**src/eig2_pkg.sv**
```systemverilog
// Shared types and fixed widths for the 2x2 eigenvalue block.
// No dependencies; imported by every module of the block.
`timescale 1ns / 1ps
`default_nettype none

package eig2_pkg;

    // Fixed result and tolerance widths (doubled values carry one extra fraction bit)
    localparam int RE_W  = 27;
    localparam int IM_W  = 25;
    localparam int TOL_W = 48;

    // Side flags that ride along with each item through the root cells
    typedef struct packed {
        logic neg;      // discriminant is negative
        logic im_zero;  // negative, but magnitude below the tolerance
    } eig2_flags_t;

endpackage

`default_nettype wire

```
**src/eig2_cell.sv**
```systemverilog
// One square-root cell: settles one root bit per item per cycle while out_ready allows.
// Handshaked register stage; depends on eig2_pkg.
`timescale 1ns / 1ps
`default_nettype none

module eig2_cell
    import eig2_pkg::*;
#(
    parameter int TR_W   = 25,
    parameter int DISC_W = 50,
    parameter int ROOT_W = 25
)
(
    input  wire logic                     clk,
    input  wire logic                     rst_n,
    input  wire logic                     in_valid,
    output      logic                     in_ready,
    input  wire logic [ROOT_W+1:0]        in_rem,
    input  wire logic [ROOT_W-1:0]        in_root,
    input  wire logic [DISC_W-1:0]        in_mag,
    input  wire logic signed [TR_W-1:0]   in_tr,
    input  wire eig2_flags_t              in_flags,
    output      logic                     out_valid,
    input  wire logic                     out_ready,
    output      logic [ROOT_W+1:0]        out_rem,
    output      logic [ROOT_W-1:0]        out_root,
    output      logic [DISC_W-1:0]        out_mag,
    output      logic signed [TR_W-1:0]   out_tr,
    output      eig2_flags_t              out_flags
);

    localparam int REM_W = ROOT_W + 2;

    logic                   vld_reg;
    logic [REM_W-1:0]       rem_reg;
    logic [ROOT_W-1:0]      root_reg;
    logic [DISC_W-1:0]      mag_reg;
    logic signed [TR_W-1:0] tr_reg;
    eig2_flags_t            flags_reg;

    logic [REM_W-1:0]       rem_shift;
    logic [REM_W-1:0]       trial;
    logic                   ge;
    logic [REM_W-1:0]       rem_next;
    logic [ROOT_W-1:0]      root_next;
    logic [DISC_W-1:0]      mag_next;

    // Bring in the next two magnitude bits and try a one in this root bit
    assign rem_shift = {in_rem[REM_W-3:0], in_mag[DISC_W-1 -: 2]};
    assign trial     = {in_root, 2'b01};
    assign ge        = rem_shift >= trial;
    assign rem_next  = ge ? (rem_shift - trial) : rem_shift;
    assign root_next = {in_root[ROOT_W-2:0], ge};
    assign mag_next  = {in_mag[DISC_W-3:0], 2'b00};

    assign in_ready = !vld_reg || out_ready;

    always_ff @(posedge clk or negedge rst_n)
    begin
        if (!rst_n)
            vld_reg <= 1'b0;
        else if (in_ready)
            vld_reg <= in_valid;
    end

    always_ff @(posedge clk)
    begin
        if (in_ready && in_valid)
        begin
            rem_reg   <= rem_next;
            root_reg  <= root_next;
            mag_reg   <= mag_next;
            tr_reg    <= in_tr;
            flags_reg <= in_flags;
        end
    end

    assign out_valid = vld_reg;
    assign out_rem   = rem_reg;
    assign out_root  = root_reg;
    assign out_mag   = mag_reg;
    assign out_tr    = tr_reg;
    assign out_flags = flags_reg;

endmodule

`default_nettype wire

```
**config.mk**
```make
export PLATFORM = sky130hd
export DESIGN_NAME = eig2_cell
export DESIGN_NICKNAME = d
export VERILOG_FILES = /design/src/eig2_pkg.sv /design/src/eig2_cell.sv
export SDC_FILE = /design/constraint.sdc
export NUM_CORES = 1
export LEC_CHECK = 0
export ABC_CLOCK_PERIOD_IN_PS = 6380
export BUFFER_PORTS_ARGS = -buffer_cell sky130_fd_sc_hd__buf_2
export CAP_MARGIN = 10
export CORE_ASPECT_RATIO = 2
export CORE_MARGIN = 2
export CORE_UTILIZATION = 51
export DETAILED_ROUTE_END_ITERATION = 16
export GPL_ROUTABILITY_DRIVEN = 0
export MAX_ROUTING_LAYER = met4
export PLACE_DENSITY = 0.86
export SLEW_MARGIN = 20
export SYNTH_ARGS = -nofsm -noshare
export SYNTH_HDL_FRONTEND = slang
export SYNTH_SLANG_ARGS = --single-unit
export TNS_END_PERCENT = 100
```
**constraint.sdc**
```tcl
create_clock -name clk -period 6.38 [get_ports clk]
set_clock_uncertainty 0.2 [all_clocks]
set_input_delay 1.914 -clock clk [delete_from_list [all_inputs] [get_ports clk]]
set_output_delay 1.914 -clock clk [all_outputs]
set_load 0.005 [all_outputs]
```
Word-level counts from Yosys, hierarchy flattened --
Cells that the tools add are included.
Storage, ports and cells: output and inout bits 131, bits of input ports 133, logic and storage cells 13, register bits 128
Operators by class: add/sub/neg operators 1, muxes and demuxes 1, order comparisons 1, reductions and logical operators 3
Operators by type and width (count):
- 27-bit greater-or-equal comparator | 1
- 27-bit two-way mux | 1
- 27-bit subtractor | 1
- 1-bit logical AND | 1
- 1-bit zero test | 1
- 1-bit logical OR | 1

Logic depth before layout (Yosys ltp) --
word-level depth 3, mapped depth 11, depth with buffers taken out 9

Worst setup path before layout --
Ideal clock, no wire load.
path kind input port to flip-flop, from input port out_ready, to register flags_reg, in the netlist out_flags[0], enable pin, required time 5.678 ns, data arrival time 5.003 ns, stages on the path 2, setup time 0.502 ns, path buffers 0, path slack 0.676 ns, path through nand2b_1 -> and2_1
Between the ends: word-level cells in the longest chain between the ends 2
RTL lines:
- start, declared | line eig2_cell.sv:24 | input wire logic out_ready,
- 1-bit logical OR | line eig2_cell.sv:56 | assign in_ready = !vld_reg || out_ready;
- 1-bit logical AND | line eig2_cell.sv:68 | if (in_ready && in_valid)
- end signal, assigned | line eig2_cell.sv:74 | flags_reg <= in_flags;
- end, declared | line eig2_cell.sv:39 | eig2_flags_t flags_reg;
Every way passes these cells. A chain may end at the register's enable or synchronous reset.

Final worst setup path --
from input port in_root[12], to register rem_reg[5], in the netlist out_rem[5], data pin
Between the ends: word-level cells in the longest chain between the ends 2
RTL lines:
- start, declared | line eig2_cell.sv:19 | input wire logic [ROOT_W-1:0] in_root,
- 27-bit greater-or-equal comparator | line eig2_cell.sv:51 | assign ge = rem_shift >= trial;
- 27-bit two-way mux | line eig2_cell.sv:52 | assign rem_next = ge ? (rem_shift - trial) : rem_shift;
- named net rem_next[5] | line eig2_cell.sv:44 | logic [REM_W-1:0] rem_next;
- end signal, assigned | line eig2_cell.sv:70 | rem_reg <= rem_next;
- end, declared | line eig2_cell.sv:35 | logic [REM_W-1:0] rem_reg;
The timed path passes the listed nets, and every way through them passes these cells.

==> results.yml <==
worst_setup_path:
  r2r-end: "out_rem[14]"
  r2r_setup_slack_ns: 3.98
  required_ns: 6.34
  critPathArrivalTime_ns: 4.66
  ff2ff_path_depth: 3
  crit_type: "input port to flip-flop"
  cp-start-kind: "input port"
  path_max_fanout: 20
  crit_path_end_kind: "flip-flop"
  reg2reg_from: "out_valid"
timing:
  rsz0062_at_grt: "false"
  slew_violations: 0
  setup_ws_ns: 1.68
  fmax_ghz: 0.213
  setup_violations: 0
  layout_worst_path_cycle_share_pct: 73.6
  worst_slew_pin_slew_ns: 0.972
  final_hold_viol_count: 0
  max_slew_margin_pct: 34.3
  min_period_ns: 4.70
  finalSetupTns_ns: 0
floorplanning:
  die_w_um: 79.9
  start_util_pct: 52.0
  die_h_um: 156
  die_area_sq_um: 12400
  row_count: 55
  boundaryPins: 264
  core_sq_um: 11300
route:
  drt-total-wl_um: 16500
  drtPass1Iterations: 5
  via_per_inst: 5.57
  wl_per_cell_um: 19.7
  drtIter0Drc: 258
  ant_nets: 0
  vias: 4659
  drc: 0
clocking:
  clock-sinks: 128
  htree_levels: 4
  ctsLongestPathBuffers: 2
  clock_latency_ns: 0.41
  cts_buffers: 17
  cts_root_buffer: "clkbuf_16"
  ctsResizeCount: 0
  postCtsSetupBuffers: 0
  cts-hold-fix-buffers: 0
  cts_tree: "built"
  path_clk_slew_ns: 0.06
placed_design:
  dp_hpwl_um: 12400
  port-buffer-count: 259
  post-place-ws_ns: 1.28
grt:
  grt_max_degree: 62
  grt_pass1_vias: 4725
  grt_pass1_wl_um: 24000
  antenna_found_initial: 2
  overflow: 0
  groute.usage.overall_pct: 26.8
synth:
  syn_area_sq_um: 5870
  synthArstFlopShare_pct: 0.781
  postSynthCellCount: 409
  synth_top_area_cell: "edfxtp_1"
  synth_flop_cell: "edfxtp_1"
  synth_area_leaders: "edfxtp_1 (65%), ha_1 (5.8%), xnor2_1 (2.7%), mux2_4 (2.6%), inv_1 (2.2%)"
  ys_seq_elements: 128
  synth_edf_count: 127
  synth_top_area_share_pct: 65.0
  yosys_warnings: 0
  synth_cell_type_count: 60
  postSynthAreaPerCell_sq_um: 14.4
  yosysSeqAreaShare_pct: 65.4
layout:
  multi_input_comb_area_sq_um: 1840
  final_cell_mix: "buf_2 (259), edfxtp_1 (127), inv_1 (35)"
  fin_nets: 840
  syn_to_final_growth_pct: 34.3
  drive_gt1_share_pct: 46.3
  final_common_cell: "buf_2"
  fillers: 801
  fin_util_pct: 69.8
  seqCellArea_sq_um: 3840
min_path:
  hold_path_end: "out_valid"
  hold_class: "flip-flop to flip-flop"
  hold_depth: 2
  min_from: "out_valid"
power:
  p_leak_nw: 3.50
  p_total_w: 0.00230
  peakVddDrop_v: 0.000192
  power.density_nw_per_um2: 292
job:
  drv_cap: 0
run_status:
  status: "complete, no violations"
==> routing by layer <==
| layer | track usage, % | routed length, um | vias up |
|---|---|---|---|
| met1 | 24.6 | 5330 | 2197 |
| met5 | - | 0 | - |
| met2 | 47.1 | 8920 | 292 |
| met4 | 16.9 | 975 | 0 |
| li1 | - | - | 2094 |
| met3 | 7.64 | 1250 | 76 |
==> synth_stat cells (2+ instances only) <==
cell type,instances
buf_2,4
o31ai_1,4
mux2_1,6
nand2_1,16
nor3_1,3
clkbuf_1,3
mux2i_1,2
mux2_4,10
xnor2_1,18
mux2_2,6
o31a_1,2
and3_1,2
o21a_1,6
and2_1,3
o21ai_0,12
buf_4,2
nand4_1,8
nand3_1,3
or3_1,4
and4_1,2
a21o_1,10
nor2b_1,4
a31oi_1,5
a21oi_1,19
ha_1,27
a211oi_1,3
xor2_1,5
inv_1,35
nor2_1,21
o21bai_1,2
o22ai_1,2
a311oi_1,2
edfxtp_1,127
buf_6,2
nand2b_1,4
==> per-stage QoR <==
stage               instances  area (sq um)  hold WS [ns]
global route              837          7880         0.408
finish                    837          7880         0.368
detailed placement        803          7300         0.341
global placement          803          7300         0.306
floorplan                 410          5870         0.337
CTS                       835          7880         0.358
==> flip-flops by register name, indices dropped and copies added (netlist names) <==
| register | count |
|---|---|
| out_valid | 1 |
| out_rem | 27 |
| out_tr | 25 |
| out_flags | 2 |
| out_mag | 48 |
| out_root | 25 |
==> critical path, cell delays in order <==
cell	delay (ns)
buf_2	0.09
inv_1	0.04
ha_1	0.35
a21oi_1	0.31
a21bo_2	0.27
a31oi_1	0.29
a211oi_2	0.16
nor3_4	0.42
buf_4	0.41
mux2_2	0.39
==> worst max path at each step <==
stage,startpoint,depth (start not counted),slack (ns),endpoint
final,in_root[12],10,1.68,out_rem[5]
after global routing,in_root[12],10,1.54,out_rem[5]
after CTS,in_root[12],10,1.66,out_rem[5]
after detailed placement,in_root[12],10,1.28,out_rem[5]
after global placement,in_root[10],11,1.32,out_rem[2]
after floorplan,out_ready,2,0.68,out_flags[0]
==> final cells by class <==
class	instances	share of cell area [%]
Antenna cell	2	0.0635
Tap cell	142	2.25
Multi-Input combinational cell	236	23.3
Clock inverter	15	1.89
Clock buffer	17	5.40
Inverter	35	1.67
Timing Repair Buffer	262	16.7
Sequential cell	128	48.7
==> cells by family after synthesis <==
group | share of synthesized area, %
AO/OA/AOI/OAI | 10.2
XOR/XNOR | 3.43
adder cells (fa/ha/maj) | 5.76
buffers and inverters | 3.41
flip-flops | 65.4
multiplexers | 5.20
other | 0.0639
AND/OR/NAND/NOR | 6.57
==> power by group <==
part / internal (W) / total (W) / switching, W
clock: 0.000548 / 0.000936 / 0.000388
sequential: 0.000997 / 0.00101 / 0.0000141
combinational: 0.000164 / 0.000356 / 0.000192
No activity file was read; power rests on OpenSTA's default activity.
