File: src/eig2_pkg.sv
// Shared types and fixed widths for the 2x2 eigenvalue block.
// No dependencies; imported by every module of the block.
`timescale 1ns / 1ps
`default_nettype none

package eig2_pkg;

    // Fixed result and tolerance widths (doubled values carry one extra fraction bit)
    localparam int RE_W  = 27;
    localparam int IM_W  = 25;
    localparam int TOL_W = 48;

    // Side flags that ride along with each item through the root cells
    typedef struct packed {
        logic neg;      // discriminant is negative
        logic im_zero;  // negative, but magnitude below the tolerance
    } eig2_flags_t;

endpackage

`default_nettype wire

File: src/eig2_front.sv
// Front end: trace, squared difference, 4*m01*m10, discriminant, magnitude.
// Four handshaked register stages; depends on eig2_pkg.
`timescale 1ns / 1ps
`default_nettype none

module eig2_front
    import eig2_pkg::*;
#(
    parameter int IN_WIDTH = 24,
    parameter int TR_W     = 25,
    parameter int DISC_W   = 50
)
(
    input  wire logic                        clk,
    input  wire logic                        rst_n,
    input  wire logic                        in_valid,
    output      logic                        in_ready,
    input  wire logic signed [IN_WIDTH-1:0]  m00,
    input  wire logic signed [IN_WIDTH-1:0]  m01,
    input  wire logic signed [IN_WIDTH-1:0]  m10,
    input  wire logic signed [IN_WIDTH-1:0]  m11,
    input  wire logic        [TOL_W-1:0]     tol,
    output      logic                        out_valid,
    input  wire logic                        out_ready,
    output      logic signed [TR_W-1:0]      out_tr,
    output      logic        [DISC_W-1:0]    out_mag,
    output      eig2_flags_t                 out_flags
);

    localparam int CMP_W = (DISC_W > TOL_W) ? DISC_W : TOL_W;

    // Stage A: trace and difference
    logic                       a_vld_reg;
    logic                       a_rdy;
    logic signed [TR_W-1:0]     a_tr_reg;
    logic signed [TR_W-1:0]     a_diff_reg;
    logic signed [IN_WIDTH-1:0] a_b_reg;
    logic signed [IN_WIDTH-1:0] a_c_reg;
    logic signed [TR_W-1:0]     a_tr_next;
    logic signed [TR_W-1:0]     a_diff_next;

    // Stage B: products
    logic                         b_vld_reg;
    logic                         b_rdy;
    logic signed [TR_W-1:0]       b_tr_reg;
    logic        [DISC_W-1:0]     b_sq_reg;
    logic        [DISC_W-1:0]     b_bc4_reg;
    logic signed [2*TR_W-1:0]     sq_full;
    logic signed [2*IN_WIDTH-1:0] bc_full;
    logic signed [DISC_W-1:0]     bc_ext;
    logic        [DISC_W-1:0]     b_sq_next;
    logic        [DISC_W-1:0]     b_bc4_next;

    // Stage C: discriminant
    logic                   c_vld_reg;
    logic                   c_rdy;
    logic signed [TR_W-1:0] c_tr_reg;
    logic [DISC_W-1:0]      c_disc_reg;
    logic [DISC_W-1:0]      c_disc_next;

    // Stage D: sign, magnitude, tolerance check
    logic                   d_vld_reg;
    logic                   d_rdy;
    logic signed [TR_W-1:0] d_tr_reg;
    logic [DISC_W-1:0]      d_mag_reg;
    eig2_flags_t            d_flags_reg;
    logic [DISC_W-1:0]      d_mag_next;
    eig2_flags_t            d_flags_next;

    assign d_rdy    = !d_vld_reg || out_ready;
    assign c_rdy    = !c_vld_reg || d_rdy;
    assign b_rdy    = !b_vld_reg || c_rdy;
    assign a_rdy    = !a_vld_reg || b_rdy;
    assign in_ready = a_rdy;

    assign a_tr_next   = TR_W'(m00) + TR_W'(m11);
    assign a_diff_next = TR_W'(m00) - TR_W'(m11);

    assign sq_full    = a_diff_reg * a_diff_reg;
    assign bc_full    = a_b_reg * a_c_reg;
    assign bc_ext     = DISC_W'(bc_full);
    assign b_sq_next  = sq_full[DISC_W-1:0];
    assign b_bc4_next = {bc_ext[DISC_W-3:0], 2'b00};

    assign c_disc_next = b_sq_reg + b_bc4_reg;

    always_comb
    begin
        d_flags_next.neg     = c_disc_reg[DISC_W-1];
        d_mag_next           = d_flags_next.neg ? (DISC_W'(0) - c_disc_reg) : c_disc_reg;
        d_flags_next.im_zero = d_flags_next.neg && (CMP_W'(d_mag_next) < CMP_W'(tol));
    end

    // Valid bits
    always_ff @(posedge clk or negedge rst_n)
    begin
        if (!rst_n)
        begin
            a_vld_reg <= 1'b0;
            b_vld_reg <= 1'b0;
            c_vld_reg <= 1'b0;
            d_vld_reg <= 1'b0;
        end
        else
        begin
            if (a_rdy) a_vld_reg <= in_valid;
            if (b_rdy) b_vld_reg <= a_vld_reg;
            if (c_rdy) c_vld_reg <= b_vld_reg;
            if (d_rdy) d_vld_reg <= c_vld_reg;
        end
    end

    // Payload
    always_ff @(posedge clk)
    begin
        if (a_rdy && in_valid)
        begin
            a_tr_reg   <= a_tr_next;
            a_diff_reg <= a_diff_next;
            a_b_reg    <= m01;
            a_c_reg    <= m10;
        end
        if (b_rdy && a_vld_reg)
        begin
            b_tr_reg  <= a_tr_reg;
            b_sq_reg  <= b_sq_next;
            b_bc4_reg <= b_bc4_next;
        end
        if (c_rdy && b_vld_reg)
        begin
            c_tr_reg   <= b_tr_reg;
            c_disc_reg <= c_disc_next;
        end
        if (d_rdy && c_vld_reg)
        begin
            d_tr_reg    <= c_tr_reg;
            d_mag_reg   <= d_mag_next;
            d_flags_reg <= d_flags_next;
        end
    end

    assign out_valid = d_vld_reg;
    assign out_tr    = d_tr_reg;
    assign out_mag   = d_mag_reg;
    assign out_flags = d_flags_reg;

endmodule

`default_nettype wire

File: config.mk
export PLATFORM = sky130hd
export DESIGN_NAME = eig2_front
export DESIGN_NICKNAME = d
export VERILOG_FILES = /design/src/eig2_pkg.sv /design/src/eig2_front.sv
export SDC_FILE = /design/constraint.sdc
export NUM_CORES = 2
export LEC_CHECK = 0
export ABC_AREA = 1
export BUFFER_PORTS_ARGS = -buffer_cell sky130_fd_sc_hd__buf_2
export CAP_MARGIN = 20
export CORE_MARGIN = 2
export CORE_UTILIZATION = 32
export CTS_CLUSTER_DIAMETER = 60
export DETAILED_ROUTE_END_ITERATION = 8
export PLACE_DENSITY = 0.51
export SKIP_CTS_REPAIR_TIMING = 1
export SLEW_MARGIN = 20
export SYNTH_ARGS = -nofsm -noshare
export SYNTH_HDL_FRONTEND = slang
export SYNTH_SLANG_ARGS = --single-unit
File: constraint.sdc
create_clock -name clk -period 10 [get_ports clk]
set_input_delay 0.5 -clock clk [delete_from_list [all_inputs] [get_ports clk]]
set_output_delay 0.5 -clock clk [all_outputs]
set_load 0.03 [all_outputs]
**Yosys cells after proc, flatten, opt, wreduce, memory -nomap -nowiden**

Cells that the tools add are included.
Widths: inputs -> output; s select.

- Input bits: 148
- Output and inout bits: 79
- Word-level logic and storage cells: 38
- Register bits after elaboration: 377

- Add/sub/neg operators: 4
- Multiplexer cells: 1
- Reductions and logical operators: 13
- Multiply operators: 2
- $lt $le $gt $ge: 1

Operator list:

| cell | count |
|---|---|
| $add 50x50->50 | 1 |
| $lt 50x48->1 | 1 |
| $mul 25x25->50 | 1 |
| $mux 50 | 1 |
| $sub 1x50->50 const A | 1 |
| $mul 24x24->48 | 1 |
| $add 24x24->25 | 1 |
| $sub 24x24->25 | 1 |
| $logic_and 1x1->1 | 5 |
| $logic_not 1->1 | 4 |
| $logic_or 1x1->1 | 4 |

**Logic depth before layout (Yosys ltp)**

- Depth after elaboration: 6
- Depth in mapped cells: 33
- Gate-level depth less buffers: 31

**Least setup slack after synthesis**

No wires, ideal clock.

- Path kind: register to register
- Start point: reg a_diff_reg[1]
- End point: reg b_sq_reg[42] (data pin)
- Data required time: 9740 ps
- Arrival: 6416 ps
- Clock period less this slack: 6675 ps
- Path slack: 3325 ps
- Stages on the path, launching flop included: 22
- Library setup time: 260 ps
- Path buffers: 2
- Path through: edfxtp_1 > clkbuf_1 > clkbuf_1 > nand2_1 > inv_1 > fa_1 > fa_1 > inv_1 > fa_1 > inv_1 > fa_1 > fa_1 > fa_1 > fa_1 > ha_1 > nand2_1 > nor2_1 > inv_1 > nor4_1 > nand3_1 > nand3_1 > xor2_1

- Word-level cells in the longest chain between the ends: 1

RTL lines:

| element | RTL line | RTL |
|---|---|---|
| start, declared | eig2_front.sv:36 | `logic signed [TR_W-1:0] a_diff_reg;` |
| start signal, assigned | eig2_front.sv:119 | `a_diff_reg <= a_diff_next;` |
| $mul 25x25->50 | eig2_front.sv:79 | `assign sq_full = a_diff_reg * a_diff_reg;` |
| named net b_sq_next[42] | eig2_front.sv:51 | `logic [DISC_W-1:0] b_sq_next;` |
| end signal, assigned | eig2_front.sv:126 | `b_sq_reg <= b_sq_next;` |
| end, declared | eig2_front.sv:46 | `logic [DISC_W-1:0] b_sq_reg;` |

The timed path passes the listed nets, and every way through them passes these cells.
A chain may end at the register's enable or synchronous reset.

**Final worst setup path**

- Start point: reg a_b_reg[23]
- End point: reg b_bc4_reg[40] (data pin)

- Word-level cells in the longest chain between the ends: 1

RTL lines:

| element | RTL line | RTL |
|---|---|---|
| start, declared | eig2_front.sv:37 | `logic signed [IN_WIDTH-1:0] a_b_reg;` |
| start signal, assigned | eig2_front.sv:120 | `a_b_reg <= m01;` |
| $mul 24x24->48 | eig2_front.sv:80 | `assign bc_full = a_b_reg * a_c_reg;` |
| named net bc_full[38] | eig2_front.sv:49 | `logic signed [2*IN_WIDTH-1:0] bc_full;` |
| end signal, assigned | eig2_front.sv:127 | `b_bc4_reg <= b_bc4_next;` |
| end, declared | eig2_front.sv:47 | `logic [DISC_W-1:0] b_bc4_reg;` |

The timed path passes the listed nets, and every way through them passes these cells.

==> key figures <==
Yosys
  • Syn Nets: approximately 8,900
  • Yosys warnings: 0
  • Asr flop ratio synth: 1.08%
  • Post-synth EDFFs: 367
  • Seq/Total Area, Yosys: 17.7%
  • Area of the mapped netlist: 62,800 um2
  • Cell count after synthesis: 7,072
  • Synth unique cells: 54
  • Yosys reg bits: 371
  • Mean Syn Cell Area: ~9 um2
  • Dominant synthesized flop cell: edfxtp_1

Timing
  • Unrepaired setup endpoints after global routing: no
  • Final setup viols: 0
  • Tmin final: 7730 ps
  • Least-Margin Pin Slew: 1090 ps
  • Final Cycle Share: 77.3%
  • Final Slew Violations: 0
  • Fin Setup TNS: 0 ps
  • Final hold vios: 0
  • Worst clock skew: 57.0 ps
  • Fmax: 0.129 GHz
  • Max_slew headroom: 27.6%

Route
  • Avg Vias per Cell: 4.54
  • Routed Antenna Nets: 0
  • # DRC: 0
  • Drt wl/cell: between 15 and 20 um
  • Drt pass-1 iters: 5
  • Routed vias: 45,200
  • Routed wire length: 180,000 um
  • DR iter-0 viols: between 2,000 and 3,000

GRT
  • Antenna violations before repair: 9
  • Global-route wire length before repair: 282,000 um
  • Gr usage total: 18.3%
  • Grt ovf: 0
  • Vias in the first global route: between 40,000 and 50,000
  • Pin count of the biggest net entering global routing: 68

Critical path
  • WS Path Type: reg2reg
  • CP Launch Type: flip-flop
  • Crit-path cells: nand2_1 > inv_1 > fa_1 > fa_1 > inv_1 > fa_1 > inv_1 > fa_1 > fa_1 > fa_1 > fa_1 > ha_1 > a21o_1 > a31oi_1 > o21ai_0 > a31oi_1 > nand3_1 > xor2_1
  • Max stage delay on crit path: 940 ps
  • CP arrival: 8140 ps
  • CP max FO: 24
  • CP endpoint kind: flip-flop
  • CP bufs+invs: 3
  • CP dominant cell by count: fa_1
  • CP max-delay cell: edfxtp_1
  • Cell family with most CP delay: adder cells
  • CP Data Required Time: 10,410 ps

CTS
  • Root Buffer: clkbuf_16
  • Clk buf depth: 3
  • CTS buffer count: 58
  • CTS tree: built
  • Clock transition at path regs: 60 ps
  • Worst-Skew Late Latency: roughly 720 ps
  • H-tree depth: 2
  • Sink Count: 371

Status
  • Outcome: finished clean

Placed design
  • Estimated wirelength of the detail-placed design: around 150,000 um
  • Placer Congestion: 0.916
  • IO Port Bufs: 226

Die
  • Die Ht: 447 um
  • Core area: just under 200,000 um2
  • Die area: between 150,000 and 200,000 um2
  • Die W: 447 um
  • Initial core utilization: approximately 32%
  • Standard-cell row count: 162
  • I/O Pins: 227

Finish
  • Synthesis-to-layout area growth: 10.7%
  • Most frequent cells in the layout: inv_1, nand2_1, fa_1, ha_1, nor2_1
  • Filler cells: 20,200
  • Layout Nets: between 9,000 and 10,000
  • Share of layout cells above drive strength 1: 6.42%
  • Most common cell after layout, fill and taps aside: inv_1

Job
  • Max Cap Viol: 0

Min path
  • Hold Path Class: in2reg
final timing paths:
check	slack, ps	cells after the start	end	start
max	2270	18	b_bc4_reg[40]	a_b_reg[23]
min	20	3	a_vld_reg	in_valid
max reg2reg	2270	18	b_bc4_reg[40]	a_b_reg[23]
min reg2reg	410	0	out_tr[19]	c_tr_reg[19]
max in group asynchronous	9750	2	b_vld_reg	rst_n
min in group asynchronous	130	2	out_valid	rst_n
metal layers:
metal | global-route usage (%) | share of wire [%] | vias up
met5 | 0 | 0.012 | -
met4 | 4.14 | 2.2 | 4
met3 | 1.89 | 4.6 | 191
met2 | 30.5 | 47 | 1107
met1 | 25.6 | 46 | 22700
li1 | - | - | 21300
metrics by stage:
step | instance area [um2] | utilization (%) | std cells | setup slack [ps] | hold slack (ps)
after floorplan | 62800 | - | 7072 | 3320 | 204
after global placement | 67000 | 34.4 | 9800 | 2290 | 308
after detailed placement | 67100 | 34.4 | 9803 | 2250 | 314
after CTS | 69000 | 35.4 | 9909 | 2240 | -479
after global routing | 69500 | 35.6 | 9959 | 1660 | 0.335
final | 69500 | 35.6 | 9960 | 2270 | 23.2
synth_stat cells, types with 3 or more instances:
cell,number,area (um2)
o21ai_0,135,676
o221ai_1,4,35.0
nor4_1,17,106
buf_4,3,22.5
nand3_1,120,601
fa_1,1217,24400
a31oi_1,33,206
clkbuf_1,176,661
ha_1,430,5380
a21oi_2,12,105
nand4_1,19,119
o211ai_1,10,75.1
nor2_2,6,37.5
a21oi_1,237,1190
o21bai_1,31,233
buf_2,10,50.1
nor2_1,382,1430
o21ai_1,15,75.1
a21boi_0,5,37.5
a21boi_2,4,45.0
inv_1,2040,7660
nand3_2,3,30.0
nand2_1,1382,5190
edfxtp_1,367,11000
dfrtp_1,4,100
a21o_1,33,248
o21a_1,15,113
nand3b_1,3,22.5
or2_2,10,62.6
o21ai_2,10,87.6
nand2_2,13,81.3
nor4_2,3,37.5
nor3_1,31,155
a211oi_1,7,52.6
and3_1,10,62.6
xor2_1,175,1530
xnor2_1,77,674
worst min-delay path: cells and delay by family:
kind / cells / cell delay, ps
AND/OR/NAND/NOR: 1 / 60
buffers and inverters: 2 / 130
area by class of cell:
| type | instances | area (um2) | area share (%) |
|---|---|---|---|
| inverter | 2041 | 7670 | 11.0 |
| clock inverter | 45 | 435 | 0.627 |
| timing repair buffer | 349 | 2230 | 3.22 |
| antenna | 2 | 5.00 | 0.00720 |
| sequential | 371 | 11100 | 16.0 |
| clock buffer | 61 | 1460 | 2.10 |
| tap | 2624 | 3280 | 4.72 |
| multi-input combinational | 4467 | 43300 | 62.3 |
logic make-up (layout without fill, tap and decap cells):
group	count (synthesis)	in the layout	synth area share [%]
AOI/OAI and AO/OA	563	563	5.29
xor gates and xnor gates	252	252	3.51
adders and majority gates	1647	1647	47.4
buffers and inverters	2234	2496	13.4
DFF	371	371	17.7
other	0	2	0
and+or+nand+nor	2005	2005	12.7
Power is not shown: default switching activity piles up to over one toggle a cycle in this logic, so the estimate is an artifact.
