--- config.mk ---
export PLATFORM = sky130hd
export DESIGN_NAME = eig2_back
export DESIGN_NICKNAME = d
export VERILOG_FILES = /design/src/eig2_pkg.sv /design/src/eig2_back.sv
export SDC_FILE = /design/constraint.sdc
export NUM_CORES = 1
export LEC_CHECK = 0
export ABC_AREA = 1
export ABC_CLOCK_PERIOD_IN_PS = 5800
export BUFFER_PORTS_ARGS = -buffer_cell sky130_fd_sc_hd__buf_2
export CAP_MARGIN = 20
export CORE_ASPECT_RATIO = 1.5
export CORE_MARGIN = 1.5
export CORE_UTILIZATION = 50
export CTS_CLUSTER_DIAMETER = 30
export CTS_CLUSTER_SIZE = 28
export DETAILED_ROUTE_END_ITERATION = 12
export MAX_ROUTING_LAYER = met4
export PLACE_DENSITY_LB_ADDON = 0.25
export SYNTH_ARGS = -nofsm -noshare
export SYNTH_HDL_FRONTEND = slang
export SYNTH_SLANG_ARGS = --single-unit
--- constraint.sdc ---
create_clock -name clk -period 5.8 [get_ports clk]
set_input_delay 0.29 -clock clk [delete_from_list [all_inputs] [get_ports clk]]
set_output_delay 0.29 -clock clk [all_outputs]
set_load 0.005 [all_outputs]
--- src/eig2_pkg.sv ---
// Shared types and fixed widths for the 2x2 eigenvalue block.
// No dependencies; imported by every module of the block.
`timescale 1ns / 1ps
`default_nettype none

package eig2_pkg;

    // Fixed result and tolerance widths (doubled values carry one extra fraction bit)
    localparam int RE_W  = 27;
    localparam int IM_W  = 25;
    localparam int TOL_W = 48;

    // Side flags that ride along with each item through the root cells
    typedef struct packed {
        logic neg;      // discriminant is negative
        logic im_zero;  // negative, but magnitude below the tolerance
    } eig2_flags_t;

endpackage

`default_nettype wire

--- src/eig2_back.sv ---
// Back end: forms trace +/- root (or trace and an imaginary root), saturates, and holds the result item.
// Output register with handshake; depends on eig2_pkg.
`timescale 1ns / 1ps
`default_nettype none

module eig2_back
    import eig2_pkg::*;
#(
    parameter int TR_W   = 25,
    parameter int ROOT_W = 25
)
(
    input  wire logic                     clk,
    input  wire logic                     rst_n,
    input  wire logic                     in_valid,
    output      logic                     in_ready,
    input  wire logic [ROOT_W-1:0]        in_root,
    input  wire logic signed [TR_W-1:0]   in_tr,
    input  wire eig2_flags_t              in_flags,
    output      logic                     out_valid,
    input  wire logic                     out_ready,
    output      logic signed [RE_W-1:0]   re_first_x2,
    output      logic signed [RE_W-1:0]   re_second_x2,
    output      logic        [IM_W-1:0]   im_x2,
    output      logic                     is_complex
);

    localparam int SUM_W = TR_W + 2;
    localparam int EXT_W = (SUM_W > RE_W) ? SUM_W : RE_W;
    localparam int IMX_W = (ROOT_W > IM_W) ? ROOT_W : IM_W;

    localparam logic signed [EXT_W-1:0] RE_MAX = EXT_W'({(RE_W-1){1'b1}});
    localparam logic signed [EXT_W-1:0] RE_MIN = -RE_MAX - EXT_W'(1);
    localparam logic        [IMX_W-1:0] IM_MAX = IMX_W'({IM_W{1'b1}});

    logic                     vld_reg;
    logic signed [RE_W-1:0]   re1_reg;
    logic signed [RE_W-1:0]   re2_reg;
    logic        [IM_W-1:0]   im_reg;
    logic                     cplx_reg;

    logic signed [EXT_W-1:0]  tr_ext;
    logic signed [EXT_W-1:0]  root_ext;
    logic signed [EXT_W-1:0]  sum;
    logic signed [EXT_W-1:0]  dif;
    logic        [IMX_W-1:0]  root_z;
    logic        [IM_W-1:0]   im_sat;
    logic signed [RE_W-1:0]   re1_next;
    logic signed [RE_W-1:0]   re2_next;
    logic        [IM_W-1:0]   im_next;
    logic                     cplx_next;

    function automatic logic signed [RE_W-1:0] sat_re(input logic signed [EXT_W-1:0] v);
        logic signed [EXT_W-1:0] c;
        begin
            if (v > RE_MAX)
                c = RE_MAX;
            else if (v < RE_MIN)
                c = RE_MIN;
            else
                c = v;
            return c[RE_W-1:0];
        end
    endfunction

    assign tr_ext   = EXT_W'(in_tr);
    assign root_ext = EXT_W'({1'b0, in_root});
    assign sum      = tr_ext + root_ext;
    assign dif      = tr_ext - root_ext;
    assign root_z   = IMX_W'(in_root);
    assign im_sat   = (root_z > IM_MAX) ? IM_MAX[IM_W-1:0] : root_z[IM_W-1:0];

    always_comb
    begin
        if (in_flags.neg)
        begin
            re1_next  = sat_re(tr_ext);
            re2_next  = sat_re(tr_ext);
            im_next   = in_flags.im_zero ? '0 : im_sat;
            cplx_next = !in_flags.im_zero;
        end
        else
        begin
            re1_next  = sat_re(sum);
            re2_next  = sat_re(dif);
            im_next   = '0;
            cplx_next = 1'b0;
        end
    end

    assign in_ready = !vld_reg || out_ready;

    always_ff @(posedge clk or negedge rst_n)
    begin
        if (!rst_n)
            vld_reg <= 1'b0;
        else if (in_ready)
            vld_reg <= in_valid;
    end

    always_ff @(posedge clk)
    begin
        if (in_ready && in_valid)
        begin
            re1_reg  <= re1_next;
            re2_reg  <= re2_next;
            im_reg   <= im_next;
            cplx_reg <= cplx_next;
        end
    end

    assign out_valid    = vld_reg;
    assign re_first_x2  = re1_reg;
    assign re_second_x2 = re2_reg;
    assign im_x2        = im_reg;
    assign is_complex   = cplx_reg;

endmodule

`default_nettype wire

; ---- After elaboration in Yosys (flattened, before gate mapping)
; Cells that the tools add are included.
[totals]
reg_bits = 81
output_inout_bits = 82
[op_classes]
add_sub_neg = 2
order_cmp = 7
muxes = 9
bitwise_logic = 1
reduce_logical = 5
[ops]
columns = op, n
row1 = $mux W27, 8
row2 = $gt A27 B27 Y1 const B, 2
row3 = $lt A27 B27 Y1 const B, 2
row4 = $add A25 B26 Y27, 1
row5 = $gt A25 B27 Y1 const B, 1
row6 = $lt A25 B27 Y1 const B, 1
row7 = $sub A25 B26 Y27, 1
row8 = $gt A25 B25 Y1 const B, 1
row9 = $mux W25, 1
row10 = $logic_not A1 Y1, 2
row11 = $reduce_or A2 Y1, 1
row12 = $logic_and A1 B1 Y1, 1
row13 = $logic_or A1 B1 Y1, 1
row14 = $not A1 Y1, 1

; ---- Logic depth before layout (Yosys ltp)
; Gate-level depths: netlist of the first run.
[depth]
depth_word = 5
depth_mapped = 15
mapped_depth_nobuf = 15

; ---- Worst setup path before layout of the first run
; OpenSTA, ideal clock, no wires.
[synth_timing]
path_type = register to register
from = reg vld_reg, in the netlist out_valid
to = reg im_reg[0], in the netlist im_x2[0] (enable)
setup_time_ps = 544
t_arrival_ps = 4302
t_required_ps = 5256
slack_ps = 953
stages_incl_launch_ff = 2
path_buffers = 0
period_less_slack_ps = 4847
cell_sequence = dfrtp_1 a21oi_1
[synth_between]
elab_chain_len = 3
[synth_rtl]
columns = element, line_no
row1 = "start, declared", eig2_back.sv:36  ; logic vld_reg;
row2 = "start signal, assigned", eig2_back.sv:98  ; vld_reg <= in_valid;
row3 = $logic_not A1 Y1, eig2_back.sv:91  ; assign in_ready = !vld_reg || out_ready;
row4 = $logic_or A1 B1 Y1, eig2_back.sv:91
row5 = $logic_and A1 B1 Y1, eig2_back.sv:103  ; if (in_ready && in_valid)
row6 = "end signal, assigned", eig2_back.sv:107  ; im_reg <= im_next;
row7 = "end, declared", eig2_back.sv:39  ; logic [IM_W-1:0] im_reg;
; Every way passes these cells.
; A chain may end at the register's enable or synchronous reset.

; ---- Final worst setup path of the first run
[layout_timing]
from = in in_root[1]
to = reg re1_reg[23], in the netlist re_first_x2[23], data pin
[layout_between]
elab_chain_len = 5
elab_cells_between_ends = 6
cone_classes = add/sub: 1 / order compare: 2 / mux: 3
[layout_rtl]
columns = element, line_no
row1 = "start, declared", eig2_back.sv:17  ; input wire logic [ROOT_W-1:0] in_root,
row2 = $add A25 B26 Y27 *, eig2_back.sv:68  ; assign sum = tr_ext + root_ext;
row3 = $lt A27 B27 Y1, eig2_back.sv:58  ; else if (v < RE_MIN)
row4 = $mux W27, eig2_back.sv:58
row5 = $mux W27 *, eig2_back.sv:56  ; if (v > RE_MAX)
row6 = $mux W27 *, eig2_back.sv:75  ; if (in_flags.neg)
row7 = via re1_next[23], eig2_back.sv:48  ; logic signed [RE_W-1:0] re1_next;
row8 = "end signal, assigned", eig2_back.sv:105  ; re1_reg <= re1_next;
row9 = "end, declared", eig2_back.sv:37  ; logic signed [RE_W-1:0] re1_reg;
; The timed path passes the listed nets; every way through them passes the cells marked *.

==> flow_metrics.env, run 1 <==
export IMPL_cp_max_fo=4
export IMPL_setup_viol=0
export IMPL_ant_nets=0
export IMPL_netlist_instances=963
export IMPL_tightest_slew_ns=1.01
export IMPL_design_die_area_um2=14200
export IMPL_p_seq_frac=0.382
export IMPL_p_per_area_nw_per_um2=237
export IMPL_synthArstFlopShare=0.0123
export IMPL_status="finished clean"
export IMPL_final_cells=1256
export IMPL_portBuffers=137
export IMPL_ys_top_cells_by_count="nand2_1, inv_1, nor2_1"
export IMPL_r2r_start="out_valid"
export IMPL_post_cts_buffers=0
export IMPL_cts_sinks=81
export IMPL_grt_use_total=0.305
export IMPL_slew_headroom=0.326
export IMPL_synth_top_area_frac=0.356
export IMPL_start_kind="input pin"
export IMPL_grt_overflow_total=0
export IMPL_clock_path_buffers=2
export IMPL_wl_per_cell_um=16.5
export IMPL_p_comb_frac=0.280
export IMPL_clk_latency_ns=0.35
export IMPL_htree_levels=3
export IMPL_fin_setup_tns_ns=0
export IMPL_dieHeight_um=145
export IMPL_grt_max_degree=81
export IMPL_tritoncts="done"
export IMPL_place_inst=1239
export IMPL_end_kind="register"
export IMPL_grt_first_pass_wirelength_um=33000
export IMPL_num_antenna_cells=0
export IMPL_drive_gt1_frac=0.170
export IMPL_rsz0062_at_grt="no"
export IMPL_r2r_end="re_first_x2[7]"
export IMPL_drtIter0Drc=387
export IMPL_first_pass_iters=5
export IMPL_clk_pin_slew_ns=0.06
export IMPL_cts_inserted_buffers=9
export IMPL_fin_skew_ns=0.00869
export IMPL_crit_type="in2reg"
export IMPL_nets=1202
export IMPL_rrSetupSlack_ns=4.05
export IMPL_ys_warn_count=0
export IMPL_worst_ep_arrival_time_ns=2.14
export IMPL_ioPinCount=138
export IMPL_syn_area_um2=6750
export IMPL_core_area_um2=13100
export IMPL_required_ns=5.90
export IMPL_finalHoldViolations=0
export IMPL_p_leak_uw=0.00415
export IMPL_std_cell_rows=51
export IMPL_hold_depth=3
export IMPL_drv_cap=0
export IMPL_syn_num_nets=1073
export IMPL_gp_congestion=0.954
export IMPL_min_period_ns=2.04
export IMPL_cts_root_buf="clkbuf_16"
export IMPL_synth_edf_count=80
export IMPL_switching_power_uw=611
export IMPL_finalCritPeriodShare=0.351
export IMPL_max_freq_mhz=491
export IMPL_hpwl_um=16600
export IMPL_totalWireLength_um=20700
export IMPL_slew_viol_final=0
export IMPL_ys_types=36
export IMPL_internal_power_uw=1250
export IMPL_pwr_share_clk=0.338
export IMPL_vias=6548
export IMPL_ys_ff_latch=81
export IMPL_hold_end="out_valid"
export IMPL_grt_pass1_vias=6475
export IMPL_die_w_um=97.9
export IMPL_initial_core_util=0.516
export IMPL_setup_worst_path_start="in_root[1]"
export IMPL_antenna_found_initial=0
export IMPL_ys_seq_area_frac=0.360
export IMPL_ff2ff_path_depth=2
export IMPL_via_per_inst=5.21
export IMPL_avgSynthCellArea_um2=7.01
export IMPL_drc=0
export IMPL_synth_area_leader_cell="edfxtp_1"
export IMPL_synthFlopType="edfxtp_1"
export IMPL_synth_area_leaders="edfxtp_1, nand2_1, ha_1"
export IMPL_yosysMostFrequentCell="nand2_1"
export IMPL_hold_path_class="in2reg"
export IMPL_ir_drop_mv=0.146
export IMPL_area_growth_pct=16.4
export IMPL_worstHoldStart="in_valid"
export IMPL_switching_share=0.329
==> cell families (layout without fill, tap and decap cells) <==
| family | Yosys count | count (layout) | synth area share |
|---|---|---|---|
| buffers and inverters | 199 | 333 | 0.119 |
| flip-flops | 81 | 81 | 0.360 |
| AND/OR/NAND/NOR | 505 | 505 | 0.314 |
| XOR/XNOR | 12 | 12 | 0.0156 |
| AO/OA/AOI/OAI | 112 | 112 | 0.0895 |
| adder cells (fa/ha/maj) | 54 | 54 | 0.102 |
==> state kept, by name, indices dropped and copies added (netlist names) <==
| name | count |
|---|---|
| re_second_x2 | 27 |
| re_first_x2 | 27 |
| im_x2 | 25 |
| is_complex | 1 |
| out_valid | 1 |
==> worst max-delay path, cell delays in order <==
cell	delay, ns
buf_2	0.12
inv_1	0.09
ha_1	0.34
inv_1	0.06
nand2_1	0.04
nand2_1	0.09
and2_1	0.32
nand2_1	0.09
nand2_1	0.21
nand2_1	0.13
nand3_1	0.12
nand2_1	0.05
nand3_1	0.11
nand2_1	0.07
==> cells in the final DEF, fill, tap and decap left out, drive strengths merged, types with 3 or more instances in the layout <==
cell type	synthesis	final
edfxtp	80	80
buf	16	140
nand2	296	296
ha	52	52
o22ai	3	3
a21oi	46	46
nand4	14	14
nor3	9	9
clkbuf	7	9
and2	3	3
inv	176	177
o21ai	53	53
xor2	12	12
clkinv	0	3
nor2	104	104
o21bai	7	7
nand3	76	76
==> area by class of cell <==
class                   count  area (µm²)
repair buffers            141         718
fillers                  1279        5230
flip-flops and latches     81        2430
multi-input cells         683        3530
inverters                 176         661
clock buffers               9         225
well taps                 159         199
clock inverters             7        93.8
==> worst max path at each step <==
stage	cells after the start	end	slack (ns)
finish	14	re_first_x2[23]	3.76
floorplan	1	im_x2[0]	0.95
detailed placement	7	im_x2[14]	3.43
CTS	7	im_x2[14]	3.80
global route	14	re_first_x2[23]	3.64
global placement	7	im_x2[14]	3.42
==> what timing repair did <==
action / CTS / global route
endpoints found under the hold margin: 1 / 0
hold buffers: 1 / 0
gates resized for setup: 0 / 0
==> through the flow <==
step	area, µm²	hold slack [ns]	worst slack [ns]	util	power (µW)
floorplan	6750	-0.00559	0.953	-	1070
global placement	7530	0.0660	3.42	0.575	1240
detailed placement	7530	0.0691	3.43	0.575	1240
CTS	7860	0.189	3.80	0.601	1860
global route	7860	0.201	3.64	0.601	1950
finish	7860	0.192	3.76	0.601	1860
==> per-layer routing <==
metal | routed length, µm | track usage | vias to the layer above
li1 | - | - | 3317
met3 | 1080 | 0.0328 | 47
met2 | 10600 | 0.533 | 236
met4 | 664 | 0.105 | 0
met1 | 8340 | 0.362 | 2948
met5 | 0 | - | -
==> power groups by stage <==
stage | Sequential, µW | Combinational (µW) | Clock, µW
floorplan | 734 | 333 | 0
global placement | 723 | 514 | 0
detailed placement | 723 | 516 | 0
CTS | 711 | 519 | 634
global route | 714 | 584 | 650
finish | 710 | 522 | 629
No activity file was read; power rests on OpenSTA's default activity.
==> run 2, diff against run 1 <==
- ABC_CLOCK_PERIOD_IN_PS: 5800 -> 1960
- clock period: 5.8 -> 1.96 ns (I/O delays scaled with it)
==> run 2 against run 1 <==
Compared with the run above: clock skew is 0.0021 ns higher; utilization up 7.5 points; critical path type unchanged; clock-buffer cell count did not move.
==> flow_metrics.env, run 2 (synthesis results as in run 1) <==
export IMPL_status="finished clean"
export IMPL_first_pass_iters=5
export IMPL_rrSetupSlack_ns=0.59
export IMPL_num_antenna_cells=0
export IMPL_hold_path_class="in2reg"
export IMPL_final_cells=1390
export IMPL_fin_skew_ns=0.0108
export IMPL_portBuffers=137
export IMPL_p_leak_uw=0.00479
export IMPL_ioPinCount=138
export IMPL_drc=0
export IMPL_finalCritPeriodShare=0.911
export IMPL_place_inst=1372
export IMPL_grt_use_total=0.318
export IMPL_multi_input_comb_area_um2=3530
export IMPL_critical_path_max_stage_delay_ns=0.38
export IMPL_crit_top_cell="a21oi_1"
export IMPL_grt_first_pass_wirelength_um=34300
export IMPL_p_per_area_nw_per_um2=639
export IMPL_setup_worst_path_start="in_root[17]"
export IMPL_totalWireLength_um=22200
export IMPL_place_ws_ns=-0.123
export IMPL_worstPathCellList="buf_2 -> inv_1 -> ha_1 -> buf_4 -> a21oi_1 -> o21ai_0 -> a21oi_1 -> nand4_1 -> nand3_1 -> nand2_1"
export IMPL_regArea_um2=2430
export IMPL_crit_type="in2reg"
export IMPL_tightest_slew_ns=0.560
export IMPL_slew_headroom=0.626
export IMPL_grt_max_degree=81
export IMPL_drive_gt1_frac=0.260
export IMPL_critical_path_buf_inv_count=3
export IMPL_initial_core_util=0.516
export IMPL_htree_levels=3
export IMPL_dieHeight_um=145
export IMPL_gp_congestion=1.03
export IMPL_nets=1336
export IMPL_rsz0062_at_grt="no"
export IMPL_layout_cells_most_common_list="nand2_1, inv_1, buf_2"
export IMPL_cp_num_cells=10
export IMPL_area_growth_pct=31.0
export IMPL_required_ns=2.04
export IMPL_slew_viol_final=0
export IMPL_clk_latency_ns=0.34
export IMPL_ff2ff_path_depth=2
export IMPL_max_freq_mhz=560
export IMPL_die_w_um=97.9
export IMPL_drv_cap=0
export IMPL_hpwl_um=18000
export IMPL_worst_ep_arrival_time_ns=1.87
export IMPL_r2r_start="out_valid"
export IMPL_via_per_inst=5.12
export IMPL_antenna_found_initial=0
export IMPL_cts_root_buf="clkbuf_16"
export IMPL_start_kind="input pin"
export IMPL_setup_slack_ns=0.174
export IMPL_drtIter0Drc=422
export IMPL_finalCoreUtilization=0.676
export IMPL_end_kind="register"
export IMPL_cts_sinks=81
export IMPL_setup_viol=0
export IMPL_ir_drop_mv=0.478
export IMPL_cts_inserted_buffers=9
export IMPL_finalHoldViolations=0
export IMPL_r2r_end="re_second_x2[11]"
export IMPL_core_area_um2=13100
export IMPL_critPathSlowestCell="ha_1"
export IMPL_std_cell_rows=51
export IMPL_ant_nets=0
export IMPL_clock_path_buffers=2
export IMPL_crit_end="re_second_x2[24]"
export IMPL_grt_pass1_vias=6934
export IMPL_design_die_area_um2=14200
export IMPL_holdWs_ns=0.0403
export IMPL_cp_max_fo=5
export IMPL_fillers=1211
export IMPL_wl_per_cell_um=15.9
export IMPL_layout_cells_most_common="nand2_1"
export IMPL_min_period_ns=1.79
export IMPL_grt_overflow_total=0
export IMPL_cp_top_family="compound AO/OA/AOI/OAI gates"
export IMPL_tritoncts="done"
export IMPL_clk_pin_slew_ns=0.07
export IMPL_vias=7111
run 2: changes by cell type in the layout (fill, tap and decap cells not counted), sizes merged:
| cell | delta |
|---|---|
| buf | +133 |
| bufinv | -2 |
| inv | +4 |
| dlygate4sd3 | +1 |
| clkinv | -1 |
| clkinvlp | -1 |
run 2: repair_timing:
action,CTS,global route
endpoints found under the hold margin,2,0
endpoints found under the setup margin,0,0
buffers inserted,0,0
gates resized for setup,0,0
hold buffers,2,0
run 2: area by class of cell:
type                       instances  area share
timing repair buffer             275       0.197
clock inverter                     7     0.00679
multi-input combinational        683       0.399
sequential                        81       0.274
clock buffer                       9      0.0255
tap                              159      0.0225
inverter                         176      0.0747
run 2: how the worst min path moves through the flow:
stage          cells past startpoint          to  slack, ns   startpoint
3_5_place_dp                       1   out_valid      -0.12        rst_n
5_1_grt                            2  is_complex       0.04  in_flags[0]
6_report                           2  is_complex       0.04  in_flags[0]
3_3_place_gp                       1   out_valid      -0.13        rst_n
4_1_cts                            2  is_complex       0.04  in_flags[0]
2_1_floorplan                      0   out_valid      -0.20        rst_n
run 2: power by group:
part	switching (µW)	internal [µW]	total (µW)	leakage [µW]
Sequential	29.6	2070	2100	0.000787
Combinational	1120	752	1870	0.00386
Clock	795	888	1680	0.000143
run 2: per-stage QoR:
stage	cell area [µm²]	TNS (ns)	total power [µW]
finish	8840	0	5660
global route	8840	0	5910
CTS	8840	0	5650
detailed placement	8540	-0.994	3980
global placement	8540	-0.798	3970
floorplan	6760	-19.17	3150
run 2: metal layers:
metal | part of all wire | global-route usage
met4 | 0.042 | 0.146
met2 | 0.51 | 0.550
met5 | 0 | -
met3 | 0.044 | 0.0400
met1 | 0.41 | 0.364
